**src/rtl/rtf_pkg.sv**
```systemverilog
`timescale 1ns / 1ps
package rtf_pkg;

   localparam int COORD_W   = 24;
   localparam int RSSI_W    = 8;
   localparam int POS_W     = 32;
   localparam int RNG_W     = 24;   // widest range entry (FRAC_BITS fraction bits, 8 by default)
   localparam int COEF_W    = 26;   // A, B, D, E
   localparam int SQ_W      = 48;
   localparam int CF_W      = 51;   // C, F
   localparam int DET_W     = 53;
   localparam int NUM_W     = 78;
   localparam int SPLIT_W   = 26;   // low half of C/F for partial products
   localparam int QUO_W     = 33;
   localparam int DIV_LAT   = QUO_W + 3;
   localparam int REG_IDX_W = 3;

   localparam int REF_DBM          = 45;
   localparam int STEPS_PER_DECADE = 25;
   localparam int TABLE_CAP        = 128;
   localparam int SENTINEL_M       = 9999;

   localparam int DEF_FRAC_BITS        = 8;
   localparam int DEF_RSSI_TABLE_DEPTH = 128;

   localparam logic [63:0] ROOT_Q30  = 64'd1177334498;
   localparam logic [63:0] RANGE_DEN = 64'd100 << 30;

   typedef enum logic [REG_IDX_W-1:0] {
      REG_ANCHOR1_X,
      REG_ANCHOR1_Y,
      REG_ANCHOR2_X,
      REG_ANCHOR2_Y,
      REG_ANCHOR3_X,
      REG_ANCHOR3_Y,
      REG_FENCE_MIN,
      REG_FENCE_MAX
   } reg_index_type;

   typedef struct packed {
      logic signed [COORD_W-1:0] x1;
      logic signed [COORD_W-1:0] y1;
      logic signed [COORD_W-1:0] x2;
      logic signed [COORD_W-1:0] y2;
      logic signed [COORD_W-1:0] x3;
      logic signed [COORD_W-1:0] y3;
      logic signed [COORD_W-1:0] fmin;
      logic signed [COORD_W-1:0] fmax;
   } cfg_type;

   localparam logic signed [COORD_W-1:0] RST_ANCHOR2_X = 24'sd13045;
   localparam logic signed [COORD_W-1:0] RST_ANCHOR3_Y = 24'sd14233;
   localparam logic signed [COORD_W-1:0] RST_FENCE_MIN = -24'sd2560;
   localparam logic signed [COORD_W-1:0] RST_FENCE_MAX = 24'sd30720;

   // log-distance range for table index k, elaboration only
   function automatic logic [RNG_W-1:0] range_entry(input int k, input int frac);
      int          n;
      int          q;
      int          m;
      logic [63:0] v;
      logic [63:0] num;
      n = k + 2 * STEPS_PER_DECADE - REF_DBM;
      q = n / STEPS_PER_DECADE;
      m = n % STEPS_PER_DECADE;
      v = 64'd1 << 30;
      for (int i = 0; i < m; i++) begin
         v = (v * ROOT_Q30 + (64'd1 << 29)) >> 30;
      end
      num = (64'd1 << frac) * v;
      for (int i = 0; i < q; i++) begin
         num = num * 64'd10;
      end
      return RNG_W'((num + RANGE_DEN / 2) / RANGE_DEN);
   endfunction

endpackage

```
**src/rtl/rtf_csr.sv**
```systemverilog
`timescale 1ns / 1ps
module rtf_csr (
   input  logic                             clock,
   input  logic                             reset,
   input  logic                             csr_valid,
   input  logic [rtf_pkg::REG_IDX_W-1:0]    csr_index,
   input  logic [rtf_pkg::COORD_W-1:0]      csr_data,
   output rtf_pkg::cfg_type                 cfg
);
   import rtf_pkg::*;

   cfg_type cfg_ff;
   cfg_type cfg_in;

   always_comb begin
      cfg_in = cfg_ff;
      if (csr_valid) begin
         unique case (reg_index_type'(csr_index))
            REG_ANCHOR1_X: cfg_in.x1   = csr_data;
            REG_ANCHOR1_Y: cfg_in.y1   = csr_data;
            REG_ANCHOR2_X: cfg_in.x2   = csr_data;
            REG_ANCHOR2_Y: cfg_in.y2   = csr_data;
            REG_ANCHOR3_X: cfg_in.x3   = csr_data;
            REG_ANCHOR3_Y: cfg_in.y3   = csr_data;
            REG_FENCE_MIN: cfg_in.fmin = csr_data;
            REG_FENCE_MAX: cfg_in.fmax = csr_data;
         endcase
      end
   end

   always_ff @(posedge clock) begin
      if (reset) begin
         cfg_ff.x1   <= '0;
         cfg_ff.y1   <= '0;
         cfg_ff.x2   <= RST_ANCHOR2_X;
         cfg_ff.y2   <= '0;
         cfg_ff.x3   <= '0;
         cfg_ff.y3   <= RST_ANCHOR3_Y;
         cfg_ff.fmin <= RST_FENCE_MIN;
         cfg_ff.fmax <= RST_FENCE_MAX;
      end else begin
         cfg_ff <= cfg_in;
      end
   end

   assign cfg = cfg_ff;

endmodule

```
**config.mk**
```make
export PLATFORM = sky130hd
export DESIGN_NAME = rtf_csr
export DESIGN_NICKNAME = d
export VERILOG_FILES = /design/src/rtl/rtf_pkg.sv /design/src/rtl/rtf_csr.sv
export SDC_FILE = /design/constraint.sdc
export NUM_CORES = 1
export LEC_CHECK = 0
export BUFFER_PORTS_ARGS = -buffer_cell sky130_fd_sc_hd__clkbuf_2
export CAP_MARGIN = 20
export CORE_UTILIZATION = 41
export CTS_CLUSTER_DIAMETER = 30
export DETAILED_ROUTE_END_ITERATION = 10
export PLACE_DENSITY_LB_ADDON = 0.2
export SLEW_MARGIN = 20
export SYNTH_ARGS = -nofsm -noshare
export SYNTH_HDL_FRONTEND = slang
export SYNTH_SLANG_ARGS = --single-unit
```
**constraint.sdc**
```tcl
create_clock -name clock -period 3 [get_ports clock]
set_input_delay 0.15 -clock clock [delete_from_list [all_inputs] [get_ports clock]]
set_output_delay 0.15 -clock clock [all_outputs]
set_load 0.05 [all_outputs]
```
==> impl_metrics.ini <==
[logic_synthesis]
synth_cell_types = 17
synth_edf_count = 0
async_flop_share_pct = 0
syn_nets = 719
synth_flop_cell = dfxtp_1
ys_warn_count = 0
ys_seq_area_share_pct = 51.3
syn_area_um2 = 7490
synth_seq_cells = 192
syn_avg_cell_area_um2 = 10.9
netlist_instances = 689
ys_top_cells_by_count = dfxtp_1 (192), mux2i_1 (192), nand2b_1 (180)
synth_top_area_share_pct = 51.3
synth_area_leaders = dfxtp_1 (51%), mux2i_1 (26%), nand2b_1 (15%)
synth_top_area_cell = dfxtp_1

[floorplanning]
io_pins = 222
fp-row-count = 49
die_h_um = 137
dieWidth_um = 137
start_util_pct = 41.8
die_area_um2 = 18800
core_um2 = 17900

[critical_path]
cp_top_family = simple AND/OR/NAND/NOR gates
crit_required_ns = 3.28
crit_type = in2reg
cp.buffers_inverters = 1
reg2regPathDepth = 2
reg2reg_from = cfg[38]
path_cells = clkbuf_2 -> or4b_1 -> mux2i_1
crit_path_top_delay_cell = or4b_1
worstPathArrival_ns = 1.61
crit_fanout = 16
critPathMaxStageDelay_ns = 1.01
r2r_slack_ns = 2.35
startpoint_type = input pin
r2r-end = cfg[38]
cp-end-kind = flip-flop

[outcome]
status = finished clean

[drt]
wl_um = 19500
wl_per_cell_um = 17.1
first_pass_iters = 4
first_iter_violations = 238
routed_via_density = 4.74
drc = 0
vias = 5408
drtAntennaViolNets = 0

[cells_and_area]
post-route-util_pct = 52.9
largest_register_ff_count = 192
multi_input_area_um2 = 3430
fin_nets = 930
area_delta_synth_final_pct = 26.3
layout-drive-gt1-share_pct = 29.6
fillCellCount = 1657
ff_latch_area_um2 = 3840
diodes = 0

[timing]
worst_slew_pin_slew_ns = 0.994
min_period_ns = 1.33
slew_violations = 0
rsz0062_at_grt = no
max_freq_ghz = 0.754
final_hold_viol_count = 0
period_share_pct = 44.2
maxSlewHeadroom_pct = 33.7
clock_skew_ns = 0
hold_slack_ns = 0.0110
finalSetupViolCount = 0
final.setup.tns_ns = 0

[power]
p_leak_nw = 4.79
p_per_area_nw_per_um2 = 570
ir_worst_vdd_mv = 0.381

[flow_run]
drv_cap = 0

[hold_path]
holdPathEnd = cfg[55]
hold_path.class = in2reg
hold_start = csr_data[7]
min_path_cells = 3

[cts]
cts_num_sinks = 192
root_buffer = clkbuf_16
cts_tree = done
numCtsBuffers = 17
post_cts_buffers = 0
clk_latency_ns = 0.43
cts.repair.resized = 0
clockBufferDepth = 2
h-tree-depth = 4
clk_pin_slew_ns = 0.07

[placement]
port_buffers = 221
routabilityCongestion = 0.717
dp_hpwl_um = 13400

[global_route]
track_usage_pct = 20.7
grt_pass1_vias = 5054
antenna_found_initial = 0
grt_max_degree = 128
grt_pass1_wl_um = 28900
overflow = 0
==> how the worst max path moves through the flow <==
stage / cells after the start / slack [ns] / to / startpoint
2_1_floorplan: 5 / 1.70 / cfg[183] / csr_index[2]
3_3_place_gp: 4 / 0.92 / cfg[91] / csr_index[1]
3_5_place_dp: 4 / 0.88 / cfg[89] / csr_index[1]
4_1_cts: 4 / 1.35 / cfg[89] / csr_index[1]
5_1_grt: 3 / 1.60 / cfg[190] / csr_index[0]
6_report: 3 / 1.67 / cfg[190] / csr_index[0]
==> worst min-delay path: stages <==
cell	delay [ns]
clkbuf_2	0.10
nor2_1	0.06
mux2i_1	0.11
==> cells in the final DEF (no fill, tap or decap) <==
| cell type | n |
|---|---|
| clkbuf_16 | 17 |
| clkbuf_8 | 1 |
| clkinvlp_4 | 2 |
| or4b_1 | 1 |
| inv_6 | 3 |
| nand4bb_1 | 2 |
| buf_16 | 1 |
| clkinv_4 | 2 |
| inv_8 | 5 |
| clkbuf_2 | 220 |
| dlygate4sd3_1 | 11 |
| and4b_1 | 2 |
| mux2i_1 | 192 |
| buf_4 | 12 |
| nand4b_1 | 3 |
| clkinv_2 | 2 |
| nand4bb_2 | 1 |
| dfxtp_1 | 192 |
| nor4b_2 | 1 |
| nand4_1 | 1 |
| nor4bb_2 | 1 |
| nor4bb_4 | 1 |
| nor2_1 | 59 |
| nand2b_1 | 180 |
| buf_6 | 1 |
==> area by class of cell <==
class	count	share of cell area, %
repair buffers	245	14.2
multi-input cells	444	36.2
clock buffers	18	4.64
flip-flops and latches	192	40.6
clock inverters	14	1.32
well taps	229	3.03
==> report_power, final <==
group | total (mW) | switching (mW) | internal, mW
clock network | 2.20 | 1.08 | 1.12
logic | 0.561 | 0.391 | 0.170
registers | 2.63 | 0.0301 | 2.60
==> metal layers <==
metal / track usage [%] / routed length, µm / up-vias
met5: 0 / 0 / -
met4: 5.49 / 157 / 0
met3: 6.93 / 1300 / 13
met2: 32.8 / 9280 / 148
met1: 26.8 / 8790 / 2554
li1: - / - / 2693
==> per-stage QoR <==
step	power [mW]	instance area [µm²]	instances	setup slack [ns]
after global routing	5.59	9460	1142	1.60
after floorplan	3.09	7490	689	1.70
after detailed placement	3.25	8760	1098	0.881
final	5.40	9460	1142	1.67
after CTS	5.45	9430	1141	1.35
after global placement	3.24	8760	1098	0.920
==> kinds of logic (layout without fill, tap and decap cells) <==
family	after synthesis	after routing	share of synthesized area [%]
DFF	192	192	51.3
and+or+nand+nor	252	252	19.7
buffers and inverters	53	277	3.36
muxes	192	192	25.7
==> what timing repair did <==
action | in CTS | in global routing
hold buffers | 11 | 0
endpoints found under the setup margin | 0 | 0
endpoints found under the hold margin | 11 | 0
Power figures use the tool's default switching activity.
